$ cat src/hw/rtl/pcdft_pkg.sv
package pcdft_pkg;

	// Sizes fixed by the item and register formats.
	localparam int PCDFT_CHANNELS = 32;
	localparam int VALUE_W        = 16;
	localparam int CHANNEL_W      = 5;
	localparam int SIGN_W         = 2;
	localparam int ALG_W          = 2;
	localparam int CFG_INDEX_W    = 2;
	localparam int CFG_DATA_W     = 16;

	// Register reset values.
	localparam logic [VALUE_W-1:0] MIN_RESET  = 16'd0;
	localparam logic [VALUE_W-1:0] MAX_RESET  = 16'd255;
	localparam logic [VALUE_W-1:0] STEP_RESET = 16'd1;

	// Register indexes on the configuration port.
	typedef enum logic [CFG_INDEX_W-1:0] {
		CFG_MIN_VALUE    = 2'd0,
		CFG_MAX_VALUE    = 2'd1,
		CFG_INITIAL_STEP = 2'd2,
		CFG_ALGORITHM    = 2'd3
	} cfg_idx_t;

	// Algorithm codes; the remaining code behaves as the unit step.
	localparam logic [ALG_W-1:0] ALG_SIGN_CHANGE = 2'd0;
	localparam logic [ALG_W-1:0] ALG_BINARY      = 2'd1;
	localparam logic [ALG_W-1:0] ALG_UNIT        = 2'd2;

	// Item modes.
	localparam logic MODE_INIT     = 1'b0;
	localparam logic MODE_FEEDBACK = 1'b1;

	// Stored prior sign codes.
	localparam logic [SIGN_W-1:0] SIGN_NONE  = 2'b00;
	localparam logic [SIGN_W-1:0] SIGN_PLUS  = 2'b01;
	localparam logic [SIGN_W-1:0] SIGN_MINUS = 2'b11;

	// Controller states.
	typedef enum logic {
		ST_IDLE,
		ST_CALC
	} state_t;

	// Commands from the controller to the datapath.
	typedef struct packed {
		logic capture;
		logic compute;
	} cmd_t;

endpackage

$ cat src/hw/rtl/pcdft_if.sv
// Input item channel.
interface pcdft_in_if
	import pcdft_pkg::*;
();
	logic                        valid;
	logic                        ready;
	logic                        mode;
	logic [CHANNEL_W-1:0]        channel;
	logic signed [SIGN_W-1:0]    sign;
	logic                        last;

	modport source (output valid, mode, channel, sign, last, input ready);
	modport sink   (input valid, mode, channel, sign, last, output ready);
endinterface

// Result item channel.
interface pcdft_out_if
	import pcdft_pkg::*;
();
	logic                  valid;
	logic                  ready;
	logic [CHANNEL_W-1:0]  out_channel;
	logic [VALUE_W-1:0]    tuned_value;
	logic [VALUE_W-1:0]    current_step;
	logic                  channel_done;

	modport source (output valid, out_channel, tuned_value, current_step, channel_done,
		input ready);
	modport sink   (input valid, out_channel, tuned_value, current_step, channel_done,
		output ready);
endinterface

$ cat src/hw/rtl/pcdft_ctrl.sv
module pcdft_ctrl
	import pcdft_pkg::*;
(
	input  logic clk,
	input  logic arst_n,
	input  logic in_valid,
	output logic in_ready,
	output logic out_valid,
	input  logic out_ready,
	output cmd_t cmd
);

	state_t state_q;
	state_t state_d;
	logic   out_valid_q;

	// State register and result valid flag.
	always_ff @(posedge clk or negedge arst_n) begin
		if (!arst_n) begin
			state_q     <= ST_IDLE;
			out_valid_q <= 1'b0;
		end else begin
			state_q <= state_d;
			if (cmd.compute) begin
				out_valid_q <= 1'b1;
			end else if (out_ready) begin
				out_valid_q <= 1'b0;
			end
		end
	end

	// Next state and commands. A result is computed once the output register is free.
	always_comb begin
		state_d     = state_q;
		in_ready    = 1'b0;
		cmd.capture = 1'b0;
		cmd.compute = 1'b0;
		unique case (state_q)
			ST_IDLE: begin
				in_ready    = 1'b1;
				cmd.capture = in_valid;
				if (in_valid) begin
					state_d = ST_CALC;
				end
			end
			ST_CALC: begin
				if (!out_valid_q || out_ready) begin
					cmd.compute = 1'b1;
					state_d     = ST_IDLE;
				end
			end
			default: state_d = ST_IDLE;
		endcase
	end

	assign out_valid = out_valid_q;

endmodule

$ cat src/hw/rtl/pcdft_dp.sv
module pcdft_dp
	import pcdft_pkg::*;
#(
	parameter int CHANNELS = PCDFT_CHANNELS
) (
	input  logic                     clk,
	input  logic                     arst_n,
	input  cmd_t                     cmd,
	input  logic                     cfg_we,
	input  logic [CFG_INDEX_W-1:0]   cfg_index,
	input  logic [CFG_DATA_W-1:0]    cfg_data,
	input  logic                     mode,
	input  logic [CHANNEL_W-1:0]     channel,
	input  logic signed [SIGN_W-1:0] sign,
	input  logic                     last,
	output logic [CHANNEL_W-1:0]     out_channel,
	output logic [VALUE_W-1:0]       tuned_value,
	output logic [VALUE_W-1:0]       current_step,
	output logic                     channel_done
);

	localparam int AW = (CHANNELS > 1) ? $clog2(CHANNELS) : 1;
	localparam int SW = VALUE_W + 2;

	logic [VALUE_W-1:0] min_q;
	logic [VALUE_W-1:0] max_q;
	logic [VALUE_W-1:0] init_step_q;
	logic [ALG_W-1:0]   alg_q;

	// Per-channel state memories.
	logic [VALUE_W-1:0] value_mem [CHANNELS];
	logic [VALUE_W-1:0] step_mem  [CHANNELS];
	logic [SIGN_W-1:0]  prior_mem [CHANNELS];
	logic               done_mem  [CHANNELS];

	logic               mode_q;
	logic [CHANNEL_W-1:0] channel_q;
	logic [SIGN_W-1:0]  sign_q;
	logic               last_q;
	logic               in_range_q;
	logic [VALUE_W-1:0] rd_value_q;
	logic [VALUE_W-1:0] rd_step_q;
	logic [SIGN_W-1:0]  rd_prior_q;
	logic               rd_done_q;

	logic [8:0]         ch_in_ext;
	logic [8:0]         ch_q_ext;
	logic [AW-1:0]      rd_addr;
	logic [AW-1:0]      wr_addr;
	logic               in_range;

	logic               s_pos;
	logic               s_neg;
	logic [SIGN_W-1:0]  s_code;
	logic [VALUE_W-1:0] step_sel;
	logic [VALUE_W-1:0] step_half;
	logic signed [SW-1:0] delta;
	logic signed [SW-1:0] sum;
	logic signed [SW-1:0] max_ext;
	logic signed [SW-1:0] min_ext;
	logic signed [SW-1:0] clamp_a;
	logic [VALUE_W-1:0] new_value;
	logic [VALUE_W-1:0] new_step;
	logic [SIGN_W-1:0]  new_prior;
	logic               new_done;

	// Configuration registers.
	always_ff @(posedge clk or negedge arst_n) begin
		if (!arst_n) begin
			min_q       <= MIN_RESET;
			max_q       <= MAX_RESET;
			init_step_q <= STEP_RESET;
			alg_q       <= ALG_SIGN_CHANGE;
		end else if (cfg_we) begin
			unique case (cfg_index)
				CFG_MIN_VALUE:    min_q       <= cfg_data[VALUE_W-1:0];
				CFG_MAX_VALUE:    max_q       <= cfg_data[VALUE_W-1:0];
				CFG_INITIAL_STEP: init_step_q <= cfg_data[VALUE_W-1:0];
				CFG_ALGORITHM:    alg_q       <= cfg_data[ALG_W-1:0];
				default: ;
			endcase
		end
	end

	// Channel addressing; channels beyond the store leave no trace.
	assign ch_in_ext = {{(9-CHANNEL_W){1'b0}}, channel};
	assign ch_q_ext  = {{(9-CHANNEL_W){1'b0}}, channel_q};
	assign rd_addr   = ch_in_ext[AW-1:0];
	assign wr_addr   = ch_q_ext[AW-1:0];
	assign in_range  = (ch_in_ext < 9'(CHANNELS));

	// Capture the item and read the channel's state on the accepted beat.
	always_ff @(posedge clk) begin
		if (cmd.capture) begin
			mode_q     <= mode;
			channel_q  <= channel;
			sign_q     <= sign;
			last_q     <= last;
			in_range_q <= in_range;
			if (in_range) begin
				rd_value_q <= value_mem[rd_addr];
				rd_step_q  <= step_mem[rd_addr];
				rd_prior_q <= prior_mem[rd_addr];
				rd_done_q  <= done_mem[rd_addr];
			end
		end
	end

	// Update rule for the selected algorithm.
	always_comb begin
		s_pos     = (sign_q == SIGN_PLUS);
		s_neg     = sign_q[1];
		s_code    = s_neg ? SIGN_MINUS : (s_pos ? SIGN_PLUS : SIGN_NONE);
		step_half = rd_step_q >> 1;
		max_ext   = $signed({2'b00, max_q});
		min_ext   = $signed({2'b00, min_q});
		step_sel  = rd_step_q;
		new_prior = rd_prior_q;
		new_step  = rd_step_q;
		new_done  = rd_done_q | last_q;
		clamp_a   = '0;
		case (alg_q)
			ALG_SIGN_CHANGE: begin
				if (s_code != rd_prior_q) begin
					new_prior = SIGN_NONE;
					step_sel  = step_half;
				end
				new_step = step_sel;
			end
			ALG_BINARY: begin
				new_step = step_half;
			end
			default: begin
				step_sel = {{(VALUE_W-1){1'b0}}, 1'b1};
			end
		endcase
		delta = s_pos ? $signed({2'b00, step_sel})
			: (s_neg ? -$signed({2'b00, step_sel}) : '0);
		sum   = $signed({2'b00, rd_value_q}) + delta;
		case (alg_q)
			ALG_SIGN_CHANGE: begin
				clamp_a   = (sum > max_ext) ? max_ext : sum;
				new_value = (clamp_a < min_ext) ? min_q : clamp_a[VALUE_W-1:0];
				if (step_sel == 16'd1 || new_value <= min_q) begin
					new_done = 1'b1;
				end
			end
			default: begin
				if (sum < 0) begin
					new_value = '0;
				end else if (sum[SW-2:VALUE_W] != '0) begin
					new_value = '1;
				end else begin
					new_value = sum[VALUE_W-1:0];
				end
				if (alg_q == ALG_BINARY && new_step == 16'd1) begin
					new_done = 1'b1;
				end
			end
		endcase
		if (mode_q == MODE_INIT) begin
			new_value = max_q;
			new_step  = init_step_q;
			new_prior = SIGN_MINUS;
			new_done  = 1'b0;
		end
	end

	// Write back the channel's state.
	always_ff @(posedge clk) begin
		if (cmd.compute && in_range_q) begin
			value_mem[wr_addr] <= new_value;
			step_mem[wr_addr]  <= new_step;
			prior_mem[wr_addr] <= new_prior;
			done_mem[wr_addr]  <= new_done;
		end
	end

	// Result register.
	always_ff @(posedge clk) begin
		if (cmd.compute) begin
			out_channel  <= channel_q;
			tuned_value  <= in_range_q ? new_value : '0;
			current_step <= in_range_q ? new_step : '0;
			channel_done <= in_range_q & new_done;
		end
	end

endmodule

$ cat src/hw/rtl/per_channel_dac_feedback_tuner_top.sv
// Channel  Role    Beat contents
// in_ch    sink    mode, channel, sign, last
// out_ch   source  out_channel, tuned_value, current_step, channel_done
// cfg      write   cfg_we, cfg_index, cfg_data (min, max, initial step, algorithm)
//
// Each item is first captured, with the channel's state read from the
// per-channel memories, and then computed and written back.
// A result waits in the output register while the next item is taken; the
// update stage holds while that register is still full.
// Reset puts the controller and the configuration registers in their reset state;
// the channel memories hold nothing defined until a channel is initialized.
module per_channel_dac_feedback_tuner_top
	import pcdft_pkg::*;
#(
	parameter int CHANNELS = PCDFT_CHANNELS
) (
	input  logic                   clk,
	input  logic                   arst_n,
	input  logic                   cfg_we,
	input  logic [CFG_INDEX_W-1:0] cfg_index,
	input  logic [CFG_DATA_W-1:0]  cfg_data,
	pcdft_in_if.sink               in_ch,
	pcdft_out_if.source            out_ch
);

	cmd_t cmd;

	pcdft_ctrl u_ctrl (
		.clk       (clk),
		.arst_n    (arst_n),
		.in_valid  (in_ch.valid),
		.in_ready  (in_ch.ready),
		.out_valid (out_ch.valid),
		.out_ready (out_ch.ready),
		.cmd       (cmd)
	);

	pcdft_dp #(
		.CHANNELS (CHANNELS)
	) u_dp (
		.clk          (clk),
		.arst_n       (arst_n),
		.cmd          (cmd),
		.cfg_we       (cfg_we),
		.cfg_index    (cfg_index),
		.cfg_data     (cfg_data),
		.mode         (in_ch.mode),
		.channel      (in_ch.channel),
		.sign         (in_ch.sign),
		.last         (in_ch.last),
		.out_channel  (out_ch.out_channel),
		.tuned_value  (out_ch.tuned_value),
		.current_step (out_ch.current_step),
		.channel_done (out_ch.channel_done)
	);

endmodule

$ cat src/flat_wrapper.sv
// flat-port wrapper written by rule: the top's interface ports become plain ports
module per_channel_dac_feedback_tuner_top_flat import pcdft_pkg::*;
#(
	parameter int CHANNELS = PCDFT_CHANNELS
)
  (clk, arst_n, cfg_we, cfg_index, cfg_data, in_ch_valid, in_ch_mode, in_ch_channel, in_ch_sign, in_ch_last, in_ch_ready, out_ch_valid, out_ch_out_channel, out_ch_tuned_value, out_ch_current_step, out_ch_channel_done, out_ch_ready);
  pcdft_in_if in_ch_i ();
  pcdft_out_if out_ch_i ();
  input  logic clk;
  input  logic arst_n;
  input  logic cfg_we;
  input  logic [CFG_INDEX_W-1:0] cfg_index;
  input  logic [CFG_DATA_W-1:0] cfg_data;
  input wire logic [$bits(in_ch_i.valid)-1:0] in_ch_valid;
  input wire logic [$bits(in_ch_i.mode)-1:0] in_ch_mode;
  input wire logic [$bits(in_ch_i.channel)-1:0] in_ch_channel;
  input wire logic [$bits(in_ch_i.sign)-1:0] in_ch_sign;
  input wire logic [$bits(in_ch_i.last)-1:0] in_ch_last;
  output wire logic [$bits(in_ch_i.ready)-1:0] in_ch_ready;
  output wire logic [$bits(out_ch_i.valid)-1:0] out_ch_valid;
  output wire logic [$bits(out_ch_i.out_channel)-1:0] out_ch_out_channel;
  output wire logic [$bits(out_ch_i.tuned_value)-1:0] out_ch_tuned_value;
  output wire logic [$bits(out_ch_i.current_step)-1:0] out_ch_current_step;
  output wire logic [$bits(out_ch_i.channel_done)-1:0] out_ch_channel_done;
  input wire logic [$bits(out_ch_i.ready)-1:0] out_ch_ready;
  assign in_ch_i.valid = in_ch_valid;
  assign in_ch_i.mode = in_ch_mode;
  assign in_ch_i.channel = in_ch_channel;
  assign in_ch_i.sign = in_ch_sign;
  assign in_ch_i.last = in_ch_last;
  assign in_ch_ready = in_ch_i.ready;
  assign out_ch_valid = out_ch_i.valid;
  assign out_ch_out_channel = out_ch_i.out_channel;
  assign out_ch_tuned_value = out_ch_i.tuned_value;
  assign out_ch_current_step = out_ch_i.current_step;
  assign out_ch_channel_done = out_ch_i.channel_done;
  assign out_ch_i.ready = out_ch_ready;
  per_channel_dac_feedback_tuner_top #(.CHANNELS(CHANNELS)) u_core (.clk(clk), .arst_n(arst_n), .cfg_we(cfg_we), .cfg_index(cfg_index), .cfg_data(cfg_data), .in_ch(in_ch_i), .out_ch(out_ch_i));
endmodule
$ cat config.mk
export PLATFORM = sky130hd
export DESIGN_NAME = per_channel_dac_feedback_tuner_top_flat
export DESIGN_NICKNAME = d
export VERILOG_FILES = /design/src/hw/rtl/pcdft_pkg.sv /design/src/hw/rtl/pcdft_if.sv /design/src/hw/rtl/pcdft_ctrl.sv /design/src/hw/rtl/pcdft_dp.sv /design/src/hw/rtl/per_channel_dac_feedback_tuner_top.sv /design/src/flat_wrapper.sv
export SDC_FILE = /design/constraint.sdc
export NUM_CORES = 1
export LEC_CHECK = 0
export BUFFER_PORTS_ARGS = -buffer_cell sky130_fd_sc_hd__buf_2
export CAP_MARGIN = 10
export CELL_PAD_IN_SITES_DETAIL_PLACEMENT = 0
export CELL_PAD_IN_SITES_GLOBAL_PLACEMENT = 1
export CORE_ASPECT_RATIO = 1.5
export CORE_MARGIN = 5
export CORE_UTILIZATION = 40
export DETAILED_ROUTE_END_ITERATION = 8
export PLACE_DENSITY_LB_ADDON = 0.1
export RECOVER_POWER = 50
export REMOVE_ABC_BUFFERS = 1
export SYNTH_ARGS = -nofsm -noshare
export SYNTH_HDL_FRONTEND = slang
export SYNTH_HIERARCHICAL = 1
export SYNTH_SLANG_ARGS = --single-unit
$ cat constraint.sdc
create_clock -name clk -period 14.68 [get_ports clk]
set_clock_uncertainty 0.05 [all_clocks]
set_input_delay 3.67 -clock clk [delete_from_list [all_inputs] [get_ports clk]]
set_output_delay 3.67 -clock clk [all_outputs]
set_load 0.01 [all_outputs]
==> run_results.csv <==
group,metric,value,unit
status,status,"finished with violations",
status,violations,"max-capacitance violations, max-slew violations",
critical_path,crit_fanout,140,
die,die-height,447,um
clock_tree,ctsRootBufferMaster,"clkbuf_16",
placed_design,portBuffers,71,
layout,fin_nets,2723,
clock_tree,clk-insertion-delay-late,0.75,ns
power_and_ir_drop,p_leak,18.4,nW
global_routing,grt.overflow.total,0,
synth,syn_inst,2464,
synth,synth_edf_count,1202,
timing,hold_viol_final,0,
critical_path,crit_path_end_kind,"flop",
drt,routed_wl,147000,um
clock_tree,ctsHoldBuffers,0,
synth,ys_seq_elements,1254,
die,die_w,302,um
layout,multi_input_area,13100,um2
clock_tree,cts_setup_buffers,0,
clock_tree,htreeDepth,3,
critical_path,crit_path_frequent_cell,"mux4_2",
layout,area_growth,13.0,%
timing,setup_violations,0,
clock_tree,cts_buffer_depth,3,
synth,yosysMostFrequentCell,"edfxtp_1",
critical_path,crit_required,15.23,ns
synth,ys_async_sr_fraction,4.15,%
timing,max_slew_margin,-531,%
synth,synth_area_leader_cell,"edfxtp_1",
placed_design,place.detailed.hpwl,84000,um
critical_path,crit_chain,"clkbuf_4 > clkbuf_1 > mux4_2 > mux4_2 > mux2_2",
power_and_ir_drop,ir_drop,108,uV
synth,yosys-top-cells-count,"edfxtp_1, mux4_2, nand2_1",
clock_tree,cts_tree,"done",
die,io_pins,72,
global_routing,grt_max_degree,141,
critical_path,slowest_stage,"clkbuf_1",
timing,finalSetupTns,0,ns
global_routing,first_global_vias,26500,
synth,ys_seq_area_share,73.3,%
drt,viasPerCell,5.76,
synth,ys_warn_count,6,
timing,tightest_slew,9.46,ns
layout,drive_gt1_share,27.8,%
timing,finalCritPeriodShare,89.5,%
synth,ys.flop_type,"edfxtp_1",
hold_path,hp-class,"reg2reg",
die,start_util,40.3,%
clock_tree,clk_pin_slew,0.07,ns
clock_tree,cts_resized,0,
global_routing,antenna_found_initial,11,
die,core,127000,um2
synth,netlist_top_cells_area,"edfxtp_1, mux4_2, dfrtp_1",
timing,maxSlewViolCount,1117,
global_routing,grtUsageTotal,21.8,%
drt,route.detailed.drc,0,
drt,drt-initial-drc-count,2095,
synth,yosysUniqueCellTypes,82,
synth,synth_area,51000,um2
drt,first_pass_iters,5,
critical_path,crit_arrival,13.69,ns
placed_design,gp_congestion,0.831,
die,dieArea,135000,um2
critical_path,startpoint_type,"input pin",
critical_path,cp_slowest_stage_delay,6.60,ns
die,rows,160,
drt,route.detailed.wl_per_inst,33.2,um
layout,seqCellArea,37400,um2
timing,clock.fmax,76.1,MHz
timing,rsz0062_at_grt,"no",
synth,synth_top_area_share,70.8,%
clock_tree,cts_num_sinks,1254,
timing,holdWs,0.456,ns
timing,period_minus_slack,13.14,ns
global_routing,grt_pass1_wl,205000,um
drt,postRouteAntennaNets,0,
run,cap_violations,35,
layout,fillers,10800,
critical_path,crit_type,"in2reg",
clock_tree,cts_buffers,118,
power_and_ir_drop,powerDensity,156,nW/um2
synth,syn_area_per_cell,20.7,um2
drt,num_vias,25500,
worst max-delay path, delay by kind of cell:
kind,cells,cell delay [ns]
buf+inv,2,7.62
mux,3,1.97
routing by layer:
metal  share of wire (%)  routed length [um]  GRT usage, %  vias up
li1                    -                   -             -    10600
met1                  40               59600          28.7    14000
met2                  52               76200          38.0      714
met3                 5.2                7600          3.31      188
met4                 2.6                3860          6.31        6
met5               0.028                  41             0        -
area by class of cell:
type	count	area share, %
Antenna cell	8	0.0347
Clock buffer	155	5.64
Clock inverter	67	1.25
Inverter	61	0.397
Multi-Input combinational cell	1028	22.7
Sequential cell	1254	64.9
Tap cell	1701	3.69
Timing Repair Buffer	158	1.47
kinds of logic after synthesis:
group / share of synthesized area, %
flops: 73.3
mux: 17.8
simple gates: 2.53
compound gates: 2.85
buf+inv: 1.42
fa+ha+maj: 1.73
xor+xnor: 0.380
power by group:
| group | total [mW] | internal [mW] | switching, mW |
|---|---|---|---|
| clock network | 3.14 | 1.78 | 1.36 |
| logic | 1.48 | 0.523 | 0.961 |
| registers | 4.36 | 4.29 | 0.0633 |
state kept, by name, summed over array words and instances, names as in the netlist, 5 cells and up:
signal / flops
u_core/u_dp/done_mem: 32
u_core/u_dp/tuned_value: 16
u_core/u_dp/rd_step_q: 16
u_core/u_dp/out_channel: 5
u_core/u_dp/step_mem: 512
u_core/u_dp/init_step_q: 16
u_core/u_dp/channel_q: 5
u_core/u_dp/max_q: 16
u_core/u_dp/prior_mem: 64
u_core/u_dp/min_q: 16
u_core/u_dp/rd_value_q: 16
u_core/u_dp/current_step: 16
u_core/u_dp/value_mem: 512
worst paths after layout:
path / slack (ns) / depth (start not counted) / end / startpoint
min in group asynchronous: 4.08 / 2 / u_core/u_ctrl/state_q / arst_n
worst min-delay path: 0.46 / 1 / u_core/u_dp/init_step_q[15] / u_core/u_dp/init_step_q[15]
worst min register to register: 0.46 / 1 / u_core/u_dp/init_step_q[15] / u_core/u_dp/init_step_q[15]
worst max-delay path: 1.54 / 5 / u_core/u_dp/rd_value_q[12] / in_ch_channel[1]
max in group asynchronous: 8.61 / 2 / u_core/u_dp/init_step_q[15] / arst_n
worst max register to register: 2.07 / 51 / u_core/u_dp/channel_done / u_core/u_dp/sign_q[1]
metrics by stage:
stage	util [%]	setup WS, ns	instance area, um2	cells	power [mW]
CTS	45.9	1.69	58100	4423	9.08
global route	45.5	0.907	57700	4426	9.34
floorplan	-	2.73	50500	2343	5.28
detailed placement	42.8	1.78	54200	4201	5.93
global placement	42.8	1.85	54200	4201	5.90
finish	45.5	1.54	57700	4432	8.98
cell usage in the layout, fill, tap and decap left out, drive strengths merged, types with 12 or more instances in the layout:
master	instances
o21a	14
a21oi	38
a31oi	25
clkinv	44
nor3	17
nand3	12
buf	77
nor2	76
mux2	84
o211ai	21
dfrtp	43
o21ai	51
edfxtp	1202
inv	66
nand2	99
clkbuf	236
bufinv	12
mux2i	23
mux4	350
ha	69
o221ai	15
No activity file was read; power rests on OpenSTA's default activity.
